==> src/hdl/nbe_pkg.sv <==
`timescale 1ns / 1ps

package nbe_pkg;

   localparam int CSR_IDX_W  = 4;
   localparam int CSR_DATA_W = 16;

   localparam logic [CSR_IDX_W-1:0] CSR_TIME_STEP = 4'd0;
   localparam logic [CSR_IDX_W-1:0] CSR_FROZEN    = 4'd1;

   localparam logic CMD_ADD  = 1'b0;
   localparam logic CMD_STEP = 1'b1;

   localparam logic [1:0] ST_OK    = 2'd0;
   localparam logic [1:0] ST_FULL  = 2'd1;
   localparam logic [1:0] ST_COINC = 2'd2;
   localparam logic [1:0] ST_SAT   = 2'd3;

   localparam logic [15:0] TIME_STEP_RESET = 16'd655;

   // iteration counts of the shared divide / square root unit
   localparam logic [6:0] SQRT_STEPS     = 7'd32;
   localparam logic [6:0] QDIV_STEPS     = 7'd75;   // 27 + 48
   localparam logic [6:0] QDIV_STEPS_E   = 7'd73;   // 27 + 46
   localparam logic [6:0] TDIV_STEPS     = 7'd63;

   typedef struct packed {
      logic               command;
      logic signed [31:0] start_x;
      logic signed [31:0] start_y;
      logic signed [31:0] start_vx;
      logic signed [31:0] start_vy;
      logic [6:0]         surface_gravity;
      logic [9:0]         body_radius;
   } nbe_req_type;

   typedef struct packed {
      logic [5:0]         body_index;
      logic signed [31:0] new_x;
      logic signed [31:0] new_y;
      logic signed [31:0] new_vx;
      logic signed [31:0] new_vy;
      logic [1:0]         status;
      logic               last;
   } nbe_rsp_type;

   typedef struct packed {
      logic       start;
      logic       is_sqrt;
      logic [6:0] steps;
   } nbe_iter_cmd_type;

   typedef struct packed {
      logic        busy;
      logic [31:0] quo;
      logic        over;
   } nbe_iter_res_type;

endpackage

==> src/hdl/nbe_iter_unit.sv <==
`timescale 1ns / 1ps

// Restoring divide / digit-by-digit square root on one compare-subtract.
// Dividend or radicand is loaded left-aligned in num_in.
module nbe_iter_unit import nbe_pkg::*; (
   input  logic             clock,
   input  logic             reset,
   input  nbe_iter_cmd_type cmd,
   input  logic [79:0]      num_in,
   input  logic [63:0]      den_in,
   output nbe_iter_res_type res
);

   logic        busy_ff;
   logic        sqrt_ff;
   logic [6:0]  cnt_ff;
   logic [65:0] rem_ff;
   logic [79:0] num_ff;
   logic [63:0] den_ff;
   logic [31:0] quo_ff;
   logic        over_ff;

   logic [65:0] shifted;
   logic [65:0] operand;
   logic [65:0] diff;
   logic        ge;

   always_comb begin
      if (sqrt_ff) begin
         shifted = {rem_ff[63:0], num_ff[79:78]};
         operand = {32'd0, quo_ff, 2'b01};
      end else begin
         shifted = {rem_ff[64:0], num_ff[79]};
         operand = {2'b00, den_ff};
      end
      ge   = (shifted >= operand);
      diff = shifted - operand;
   end

   always_ff @(posedge clock) begin
      if (reset) begin
         busy_ff <= 1'b0;
         cnt_ff  <= '0;
      end else if (cmd.start) begin
         busy_ff <= 1'b1;
         cnt_ff  <= cmd.steps;
      end else if (busy_ff) begin
         cnt_ff <= cnt_ff - 7'd1;
         if (cnt_ff == 7'd1) begin
            busy_ff <= 1'b0;
         end
      end
   end

   always_ff @(posedge clock) begin
      if (cmd.start) begin
         sqrt_ff <= cmd.is_sqrt;
         rem_ff  <= '0;
         num_ff  <= num_in;
         den_ff  <= den_in;
         quo_ff  <= '0;
         over_ff <= 1'b0;
      end else if (busy_ff) begin
         rem_ff  <= ge ? diff : shifted;
         num_ff  <= sqrt_ff ? {num_ff[77:0], 2'b00} : {num_ff[78:0], 1'b0};
         quo_ff  <= {quo_ff[30:0], ge};
         // a one shifted out of the top means the quotient passed 32 bits
         over_ff <= over_ff | quo_ff[31];
      end
   end

   assign res.busy = busy_ff;
   assign res.quo  = quo_ff;
   assign res.over = over_ff;

endmodule

==> config.mk <==
export PLATFORM = sky130hd
export DESIGN_NAME = nbe_iter_unit
export DESIGN_NICKNAME = d
export VERILOG_FILES = /design/src/hdl/nbe_pkg.sv /design/src/hdl/nbe_iter_unit.sv
export SDC_FILE = /design/constraint.sdc
export NUM_CORES = 1
export LEC_CHECK = 0
export BUFFER_PORTS_ARGS = -buffer_cell sky130_fd_sc_hd__buf_2
export CORE_MARGIN = 2
export CORE_UTILIZATION = 54
export CTS_BUF_LIST = sky130_fd_sc_hd__clkbuf_4
export DETAILED_ROUTE_END_ITERATION = 12
export GPL_TIMING_DRIVEN = 0
export PLACE_DENSITY_LB_ADDON = 0.1
export SLEW_MARGIN = 20
export SYNTH_ARGS = -nofsm -noshare
export SYNTH_HDL_FRONTEND = slang
export SYNTH_SLANG_ARGS = --single-unit
==> constraint.sdc <==
create_clock -name clock -period 9.29 [get_ports clock]
set_input_delay 0.929 -clock clock [delete_from_list [all_inputs] [get_ports clock]]
set_output_delay 0.929 -clock clock [all_outputs]
set_load 0.01 [all_outputs]
# Word-level counts from Yosys, hierarchy flattened
# Cells that the tools add are included.
[totals]
ff_bits = 251
input_bits = 155
[classes]
n_addsub = 2
order_cmp = 1
n_eq_ne = 1
n_mux = 11
bitwise = 1
reduce_logical = 1
[op_table]
columns = ["op", "count"]
rows = [
  ["2-to-1 mux 80 bit", 3],
  ["greater-or-equal comparator 66 x 64 -> 1 bit", 1],
  ["2-to-1 mux 66 bit", 1],
  ["2-to-1 mux 65 bit", 1],
  ["subtractor 65 x 64 -> 65 bit", 1],
  ["2-to-1 mux 64 bit", 1],
  ["2-to-1 mux 7 bit", 2],
  ["== test 7 x 1 -> 1 bit (second input constant)", 1],
  ["subtractor 7 x 1 -> 7 bit (second input constant)", 1],
  ["2-to-1 mux 1 bit", 3],
  ["nonzero test 2 bit", 1],
  ["OR 1 bit", 1],
]

# Longest topological paths before layout
# Gate-level depths: netlist of the first run.
[depth]
word_depth = 4
depth_mapped = 19
mapped_depth_nobuf = 13

# Least setup slack after synthesis of the first run
# No wires, ideal clock.
[synth_path]
path_type = "register to register"
start = "reg sqrt_ff"
end = "reg rem_ff[55]"
arrival_time_ns = 4.386
t_required_ns = 9.168
slack_ns = 4.782
path_stages_with_launch = 20
n_path_buf = 7
synth_period_minus_slack_ns = 4.508
path_cell_list = "edfxtp_1 clkbuf_1 clkbuf_1 clkbuf_1 buf_1 mux2i_1 ha_1 buf_2 a21o_1 a21o_1 a21oi_1 nor2_1 a221oi_1 a211oi_2 or2_1 buf_6 nand2_2 buf_2 nor2_1 a221o_1"
[synth_via]
elab_chain_len = 3
word_cells_on_any_way = 5
classes_between = "add/sub (1); order compare (1); mux (3)"
[synth_rtl]
columns = ["item", "line", "rtl"]
rows = [
  ["from (decl)", "nbe_iter_unit.sv:15", "logic sqrt_ff;"],
  ["from (signal assigned)", "nbe_iter_unit.sv:57", "sqrt_ff <= cmd.is_sqrt;"],
  ["2-to-1 mux 66 bit / 2-to-1 mux 64 bit (equally long branches)", "nbe_iter_unit.sv:29", "if (sqrt_ff) begin"],
  ["subtractor 65 x 64 -> 65 bit / greater-or-equal comparator 66 x 64 -> 1 bit (equally long branches)", "nbe_iter_unit.sv:37, nbe_iter_unit.sv:36", ""],
  ["2-to-1 mux 65 bit (*)", "nbe_iter_unit.sv:64", "rem_ff <= ge ? diff : shifted;"],
  ["to (signal assigned)", "nbe_iter_unit.sv:64", ""],
  ["to (decl)", "nbe_iter_unit.sv:17", "logic [65:0] rem_ff;"],
]
# Every way passes the cells marked *; elsewhere a longest branch is shown, timed or not.
# A chain may end at the register's enable or synchronous reset.

# Final worst setup path of the first run
[layout_path]
start = "reg sqrt_ff"
end = "reg rem_ff[57]"
# The elaborated chain is that of the path after synthesis.

==> flow_metrics.py, run 1 <==
metrics = {
    "power_and_ir_drop": {
        "leakage_nw": 7.83,
        "power_mw": 5.15,
        "power_density_nw_per_um2": 286,
        "peakVddDrop_mv": 0.153,
    },
    "die": {
        "initial_core_util_pct": 54.8,
        "die_y_microns": 174,
        "dieArea_sq_um": 30400,
        "io_pins": 189,
        "fp.dieW_microns": 174,
        "rows": 62,
        "core-area_sq_um": 28600,
    },
    "finish": {
        "fin_nets": 2135,
        "syn_to_final_growth_pct": 15.1,
        "final_cells": 2346,
        "drive_above_1_share_pct": 21.8,
    },
    "placed_design": {
        "port_buffers": 187,
        "dp_hpwl_microns": 32900,
        "gp_congestion": 0.922,
        "dpl_worst_slack_ps": 2500,
        "dp_cells": 2228,
    },
    "yosys": {
        "yosysTopAreaCell": "edfxtp_1",
        "synthArstFlopShare_pct": 0,
        "yosys_warnings": 0,
        "syn_area_sq_um": 15700,
        "yosysMostFrequentCell": "nand2_1",
        "yosysSeqAreaShare_pct": 41.3,
        "syn-instance-count": 1655,
        "netlist.area_leader.share_pct": 27.8,
        "synthTopCellsByCount": "nand2_1, mux2i_1, nor2_1",
        "synth_cell_types": 72,
        "synthesis.nets": 1877,
        "avgSynthCellArea_sq_um": 9.47,
        "synthTopCellsByArea": "edfxtp_1, dfxtp_1, mux2i_1",
        "synthFlopType": "edfxtp_1",
        "ys_seq_elements": 251,
        "synth-edff-count": 145,
    },
    "route": {
        "vias": 13500,
        "wire_per_inst_microns": 18.7,
        "vias_per_cell": 5.77,
        "ant_nets": 0,
        "routed_wl_microns": 43800,
        "drt_iter0_markers": 1129,
        "drc": 0,
        "dr.pass1.iters": 6,
    },
    "clocking": {
        "numClockSinks": 251,
        "cts_resized": 0,
        "postCtsSetupBuffers": 0,
        "clk_latency_ps": 690,
        "cts-root-buf": "clkbuf_4",
        "clk_pin_slew_worst_paths_ps": 70,
        "cts-buffers-inserted": 67,
        "tritoncts": "done",
        "cts_max_path_buffers": 3,
        "hold_buffers": 0,
        "htreeDepth": 3,
    },
    "sta": {
        "layout_setup_ws_ps": 2410,
        "fin_skew_ps": 36.4,
        "setup_viol": 0,
        "period_needed_ps": 6880,
        "finalMaxSlewViolations": 0,
        "rsz0062_at_grt": "false",
        "worst_pin_slew_ps": 1100,
        "final_hold_viol_count": 0,
        "timing.slew.headroom_pct": 27.0,
        "setup_tns_ps": 0,
        "fin_crit_sh_pct": 74.1,
        "fin_hold_ws_ps": 420,
        "max_freq_mhz": 145,
    },
    "global_route": {
        "grt_pass1_vias": 13000,
        "grt_antenna_before_repair": 1,
        "grt_first_pass_wirelength_microns": 68500,
        "grt_max_degree": 47,
        "grt_usage_pct": 28.3,
        "gr-total-overflow": 0,
    },
    "setup_path": {
        "start_kind": "flip-flop",
        "cp-end-kind": "flip-flop",
        "crit_path_max_fanout": 10,
        "crit_type": "flip-flop to flip-flop",
        "arrival_ps": 7450,
        "required_ps": 9850,
    },
    "run": {
        "drv_cap": 0,
    },
    "status": {
        "status": "finished, final reports clean",
    },
    "hold_path": {
        "hold_class": "primary input to flip-flop",
    },
}
==> stage by stage <==
stage / utilization (%) / instance area (sq um)
floorplan: - / 15700
global placement: 59.7 / 17100
detailed placement: 59.9 / 17100
CTS: 63.0 / 18000
global route: 63.0 / 18000
finish: 63.0 / 18000
==> sequential cells by signal, summed over array words and instances (netlist names) <==
| register | count |
|---|---|
| num_ff | 80 |
| rem_ff | 65 |
| den_ff | 64 |
| quo_ff | 32 |
| cnt_ff | 7 |
| busy_ff | 1 |
| over_ff | 1 |
| sqrt_ff | 1 |
==> layout make-up <==
cell class,count,area [sq um]
sequential,251,6480
multi-input combinational,1257,8540
buffer,114,537
inverter,33,126
antenna,1,2.50
timing repair buffer,189,978
tap,384,480
clock inverter,21,175
fill,2496,10600
clock buffer,96,721
==> kinds of logic (layout without fill, tap and decap cells) <==
kind of cell	count (synthesis)	count (layout)	synth area share [%]
other	0	1	0
AO/OA/AOI/OAI	434	434	17.5
adder cells (fa/ha/maj)	67	67	5.40
multiplexers	223	223	14.7
flip-flops	251	251	41.3
AND/OR/NAND/NOR	477	477	13.7
buffers and inverters	147	453	4.21
XOR/XNOR	56	56	3.13
==> worst max-delay path, stage by stage, from the launching register on <==
cell      delay, ps
edfxtp_1        490
clkbuf_1        550
clkbuf_1        640
clkbuf_1        700
clkbuf_1        880
mux2i_1         330
ha_1            350
a21oi_1         290
o21ai_1         130
a221oi_1        340
nand3_2         210
o211ai_2        230
a211oi_2        120
nor2_1          440
buf_2           400
buf_4           280
nor3_1           70
mux2i_1         210
nand2_1          70
==> worst paths after layout <==
path | endpoint | from | cells past startpoint | slack, ps
worst max-delay path | rem_ff[57]$_SDFFE_PP0P_ | sqrt_ff$_DFFE_PP_ | 18 | 2410
worst min-delay path | den_ff[28]$_DFFE_PP_ | den_in[28] | 1 | 420
worst max register to register | rem_ff[57]$_SDFFE_PP0P_ | sqrt_ff$_DFFE_PP_ | 18 | 2410
worst min register to register | rem_ff[64]$_SDFFE_PP0P_ | rem_ff[64]$_SDFFE_PP0P_ | 2 | 450
==> power by group <==
part           internal (mW)  switching, mW
registers               1.34         0.0991
clock network          0.562          0.469
logic                   1.05           1.63
total                   2.95           2.20
==> metal layers <==
layer	part of all wire, %	vias to the layer above	GRT usage (%)
li1	-	6623	-
met1	45	6254	39.0
met2	44	556	44.2
met3	8.0	112	5.16
met4	3.5	0	11.3
met5	0	-	0
==> cells in the final DEF (no fill, tap or decap), drive strengths merged, types with 9 or more instances in the layout <==
master and count:
a21o 36, nand2b 36, nor3 19, mux2 61
a31oi 9, nand3 15, xnor2 45, nor2b 9
edfxtp 145, mux2i 162, xor2 11, dfxtp 106
o21bai 17, ha 66, inv 34, buf 242
nand4 27, o211ai 11, nor2 156, nand2 178
clkbuf 157, o21ai 139, a21oi 122, clkinv 15
a211oi 37, a311oi 10
Power figures use the tool's default switching activity.
==> run 2: changes to the inputs <==
==> constraint.sdc (replaced) <==
create_clock -name clock -period 5.85 [get_ports clock]
set_input_delay 0.585 -clock clock [delete_from_list [all_inputs] [get_ports clock]]
set_output_delay 0.585 -clock clock [all_outputs]
set_load 0.01 [all_outputs]
==> flow_metrics.py, run 2 (synthesized netlist as in run 1, its figures left out) <==
metrics = {
    "status": {
        "status": "finished, final reports clean",
    },
    "finish": {
        "syn_to_final_growth_pct": 15.4,
        "multi_input_area_sq_um": 8540,
        "fin_nets": 2139,
        "seqCellArea_sq_um": 6480,
        "top_regs": "num_ff x80, rem_ff x65, den_ff x64",
        "fillCellCount": 2492,
        "final_cell_mix": "buf_2, nand2_1, mux2i_1, nor2_1, edfxtp_1",
        "drive_above_1_share_pct": 22.3,
        "fin_util_pct": 63.2,
        "design_area_sq_um": 18100,
        "final_cells": 2350,
        "largest_reg_flops": 80,
        "largest_register": "num_ff",
        "final_common_cell": "buf_2",
    },
    "placed_design": {
        "port_buffers": 187,
        "dpl_cell_area_sq_um": 17100,
        "dp_cells": 2228,
        "dp_hpwl_microns": 32900,
        "gp_congestion": 0.922,
    },
    "hold_path": {
        "worstHoldPathCells": 1,
        "hold_class": "primary input to flip-flop",
    },
    "global_route": {
        "grt_usage_pct": 28.3,
        "grt_max_degree": 47,
        "grt_pass1_vias": 13000,
        "gr-total-overflow": 0,
        "grt_antenna_before_repair": 1,
        "grt_first_pass_wirelength_microns": 68400,
    },
    "setup_path": {
        "cp_num_cells": 18,
        "reg2reg_depth": 18,
        "start_kind": "flip-flop",
        "arrival_ps": 6080,
        "cp_num_buf_inv": 6,
        "crit_type": "flip-flop to flip-flop",
        "crit_slowest_cell": "clkdlybuf4s15_2",
        "crit_family": "buffers and inverters",
        "cp_cell_sequence": "clkbuf_2 -> clkbuf_2 -> clkdlybuf4s15_2 -> mux2i_1 -> ha_1 -> buf_2 -> nand4_1 -> o21ai_0 -> a31oi_1 -> a31oi_1 -> o211ai_2 -> a211oi_2 -> nor2_1 -> buf_2 -> buf_4 -> nor3_1 -> mux2i_1 -> nand2_1",
        "crit_path_max_fanout": 10,
        "cp-end-kind": "flip-flop",
        "required_ps": 6420,
        "cp_slowest_stage_delay_ps": 570,
    },
    "route": {
        "dr.pass1.iters": 6,
        "drt_iter0_markers": 1102,
        "routed_wl_microns": 43800,
        "wire_per_inst_microns": 18.6,
        "vias": 13600,
        "ant_nets": 0,
        "drc": 0,
        "vias_per_cell": 5.77,
    },
    "die": {
        "initial_core_util_pct": 54.8,
        "dieArea_sq_um": 30400,
        "die_y_microns": 174,
        "rows": 62,
        "fp.dieW_microns": 174,
        "core-area_sq_um": 28600,
        "io_pins": 189,
    },
    "sta": {
        "max_freq_mhz": 181,
        "fin_crit_sh_pct": 94.3,
        "fin_skew_ps": 36.9,
        "rsz0062_at_grt": "false",
        "period_needed_ps": 5520,
        "timing.slew.headroom_pct": 32.5,
        "setup_tns_ps": 0,
        "final_hold_viol_count": 0,
        "setup_viol": 0,
        "worst_pin_slew_ps": 1010,
        "finalMaxSlewViolations": 0,
    },
    "power_and_ir_drop": {
        "p_clk_share_pct": 20.0,
        "leakage_nw": 7.88,
        "switching_share_pct": 42.7,
        "power_density_nw_per_um2": 453,
        "peakVddDrop_mv": 0.241,
        "p_sw_mw": 3.50,
        "power_mw": 8.20,
        "intPower_mw": 4.69,
        "pwr-share-seq_pct": 27.9,
        "pwr-share-comb_pct": 52.1,
    },
    "clocking": {
        "cts_max_path_buffers": 3,
        "clk_latency_ps": 680,
        "tritoncts": "done",
        "cts-root-buf": "clkbuf_4",
        "clk_pin_slew_worst_paths_ps": 70,
        "numClockSinks": 251,
        "htreeDepth": 3,
        "hold_buffers": 0,
        "cts-buffers-inserted": 67,
    },
    "run": {
        "drv_cap": 0,
    },
}
-- run 2: changes by cell type in the layout (fill, tap and decap cells not counted) --
cell,change
buf_1,-1
buf_4,+5
clkbuf_1,-7
clkbuf_2,+6
clkdlybuf4s15_2,+1
-- run 2: area by class of cell --
cell class / instances / share of cell area (%)
antenna: 1 / 0.0138
buffer: 113 / 3.03
clock buffer: 96 / 3.99
clock inverter: 21 / 0.969
inverter: 33 / 0.699
multi-input combinational: 1257 / 47.2
sequential: 251 / 35.8
tap: 384 / 2.66
timing repair buffer: 194 / 5.62
-- run 2: power by group through the flow --
stage	clock network, mW	logic [mW]	registers (mW)
floorplan	0	3.14	2.27
global placement	0	4.12	2.32
detailed placement	0	4.17	2.32
CTS	1.68	4.19	2.29
global route	1.76	4.64	2.32
finish	1.64	4.27	2.29
-- run 2: what timing repair did --
action,4_1_cts,5_1_grt
gates resized for setup,8,0
setup buffers,0,5
setup endpoints to repair,66,37
hold endpoints to repair,0,0
-- run 2: worst reg2reg max path, cell delays in order (launching register included) --
cell             delay (ps)
edfxtp_1                470
clkbuf_2                390
clkbuf_2                440
clkdlybuf4s15_2         570
mux2i_1                 310
ha_1                    260
buf_2                   170
nand4_1                 200
o21ai_0                 120
a31oi_1                 340
a31oi_1                 280
o211ai_2                240
a211oi_2                130
nor2_1                  440
buf_2                   410
buf_4                   290
nor3_1                   80
mux2i_1                 200
nand2_1                  70
-- run 2: routing by layer --
metal / part of all wire [%] / global-route usage (%) / up-vias
met1: 45 / 39.1 / 6296
li1: - / - / 6635
met3: 7.7 / 5.16 / 94
met5: 0 / 0 / -
met4: 3.2 / 10.6 / 0
met2: 44 / 44.4 / 527
-- run 2: through the flow --
| step | setup WS [ps] | hold slack, ps |
|---|---|---|
| floorplan | 1340 | 421 |
| global placement | -889 | 428 |
| detailed placement | -944 | 437 |
| CTS | 145 | 12.6 |
| global route | 143 | 28.7 |
| finish | 333 | 74.8 |
-- run 2: final timing paths --
| path | startpoint | endpoint | slack [ps] |
|---|---|---|---|
| worst max-delay path | sqrt_ff$_DFFE_PP_ | rem_ff[57]$_SDFFE_PP0P_ | 330 |
| worst min-delay path | den_in[28] | den_ff[28]$_DFFE_PP_ | 70 |
| worst min register to register | rem_ff[64]$_SDFFE_PP0P_ | rem_ff[64]$_SDFFE_PP0P_ | 440 |
| worst max register to register | sqrt_ff$_DFFE_PP_ | rem_ff[57]$_SDFFE_PP0P_ | 330 |
==> run 3: changes to the inputs <==
==> constraint.sdc (replaced) <==
create_clock -name clock -period 5 [get_ports clock]
set_input_delay 0.5 -clock clock [delete_from_list [all_inputs] [get_ports clock]]
set_output_delay 0.5 -clock clock [all_outputs]
set_load 0.01 [all_outputs]
==> flow_metrics.py, run 3 (synthesized netlist as in run 1, its figures left out) <==
metrics = {
    "status": {
        "status": "finished, final reports clean",
    },
    "setup_path": {
        "reg2reg_depth": 18,
        "start_kind": "flip-flop",
        "arrival_ps": 5460,
        "crit_path_max_fanout": 10,
        "cp-end-kind": "flip-flop",
        "crit_type": "flip-flop to flip-flop",
        "required_ps": 5570,
    },
    "run": {
        "drv_cap": 0,
    },
    "die": {
        "rows": 62,
        "die_y_microns": 174,
        "io_pins": 189,
        "fp.dieW_microns": 174,
        "core-area_sq_um": 28600,
        "dieArea_sq_um": 30400,
        "initial_core_util_pct": 54.8,
    },
    "global_route": {
        "grt_antenna_before_repair": 1,
        "grt_pass1_vias": 13400,
        "grt_usage_pct": 29.0,
        "grtUsageMet1_pct": 40.0,
        "grtUsageMet3_pct": 4.64,
        "gr-total-overflow": 0,
        "busiest_layer": "met2",
        "grt_max_degree": 47,
        "met2_usage_pct": 46.5,
        "grt_first_pass_wirelength_microns": 70200,
    },
    "clocking": {
        "clk_latency_ps": 690,
        "cts-root-buf": "clkbuf_4",
        "clk_pin_slew_worst_paths_ps": 80,
        "tritoncts": "done",
        "numClockSinks": 251,
        "cts-buffers-inserted": 67,
        "htreeDepth": 3,
        "cts_max_path_buffers": 3,
    },
    "power_and_ir_drop": {
        "peakVddDrop_mv": 0.285,
        "power_density_nw_per_um2": 515,
        "leakage_nw": 8.15,
    },
    "placed_design": {
        "dp_hpwl_microns": 32900,
        "dpl_worst_slack_ps": -1790,
        "dpl_cell_area_sq_um": 17100,
        "port_buffers": 187,
        "gp_congestion": 0.922,
    },
    "finish": {
        "fin_nets": 2200,
        "final_cell_mix": "buf_2, nand2_1, mux2i_1, nor2_1, edfxtp_1",
        "largest_reg_flops": 80,
        "design_area_sq_um": 18700,
        "largest_register": "num_ff",
        "syn_to_final_growth_pct": 19.5,
        "drive_above_1_share_pct": 22.0,
        "top_regs": "num_ff x80, rem_ff x65, den_ff x64",
        "fillCellCount": 2435,
        "final_common_cell": "buf_2",
    },
    "route": {
        "vias": 13800,
        "routed_wl_microns": 44700,
        "dr.pass1.iters": 6,
        "drc": 0,
        "wire_per_inst_microns": 18.5,
        "ant_nets": 0,
        "vias_per_cell": 5.73,
        "drt_iter0_markers": 1170,
    },
    "sta": {
        "final_hold_viol_count": 0,
        "finalMaxSlewViolations": 0,
        "max_freq_mhz": 204,
        "rsz0062_at_grt": "false",
        "period_needed_ps": 4890,
        "layout_setup_ws_ps": 108,
        "fin_crit_sh_pct": 97.8,
        "fin_skew_ps": 47.4,
        "worst_pin_slew_ps": 1020,
        "timing.slew.headroom_pct": 32.1,
        "setup_viol": 0,
    },
    "hold_path": {
        "hold_class": "primary input to flip-flop",
        "worstHoldPathCells": 3,
    },
}
run 3: cell types whose count changed in the layout (fill, tap and decap cells not counted), moves of 2 or more:
cell,change
buf_4,-3
buf_2,+3
clkbuf_1,-4
buf_1,-2
dlygate4sd3_1,+65
clkbuf_4,+3
run 3: cell type report:
cell class / instances / area, sq um / area share [%]
well taps: 384 / 480 / 2.56
diodes: 1 / 2.50 / 0.0134
repair buffers: 256 / 1640 / 8.78
flip-flops and latches: 251 / 6480 / 34.6
plain buffers: 112 / 552 / 2.95
clock buffers: 96 / 721 / 3.85
clock inverters: 21 / 175 / 0.935
multi-input cells: 1257 / 8560 / 45.7
inverters: 33 / 126 / 0.675
run 3: through the flow:
step	TNS, ps	utilization [%]	hold WS [ps]	power [mW]	cells
floorplan	0	-	421	6.33	1655
global placement	-132050	59.7	428	7.53	2226
detailed placement	-107530	59.9	437	7.59	2228
CTS	0	65.4	2.73	9.58	2410
global route	0	65.5	21.4	10.3	2411
finish	0	65.5	53.7	9.65	2411
run 3: worst paths after layout:
check	startpoint	to	slack (ps)
hold reg to reg	rem_ff[64]$_SDFFE_PP0P_	rem_ff[64]$_SDFFE_PP0P_	440
hold / removal	cmd[5]	cnt_ff[5]$_SDFFE_PP0P_	50
setup reg to reg	sqrt_ff$_DFFE_PP_	rem_ff[57]$_SDFFE_PP0P_	110
setup / recovery	sqrt_ff$_DFFE_PP_	rem_ff[57]$_SDFFE_PP0P_	110
run 3: metal layers:
metal  share of wire, %  up-vias
li1                   -     6754
met4                2.8        0
met2                 45      584
met5                  0        -
met1                 45     6369
met3                7.6       99
run 3: repair_timing:
item | CTS | global route
hold buffers | 65 | 0
hold endpoints to repair | 65 | 0
setup buffers | 2 | 0
gates resized for setup | 16 | 13
endpoints found under the setup margin | 66 | 55
pin swaps | 0 | 1
run 3: critical path: stages (launching register included):
cell and delay [ps]:
edfxtp_1 390, buf_2 340, clkbuf_4 360, clkbuf_2 380, mux2i_1 270, ha_1 260
clkbuf_2 170, a21oi_1 240, o21ai_1 120, a221oi_1 340, nand3_2 200, o211ai_2 230
a211oi_2 130, nor2_2 300, buf_2 370, buf_4 280, nor3_1 70, mux2i_1 220
nand2_1 70
run 3: power breakdown:
group | switching, mW | internal (mW) | leakage (nW)
Clock | 0.879 | 1.04 | 0.524
Combinational | 3.06 | 1.99 | 5.30
Sequential | 0.184 | 2.50 | 2.32
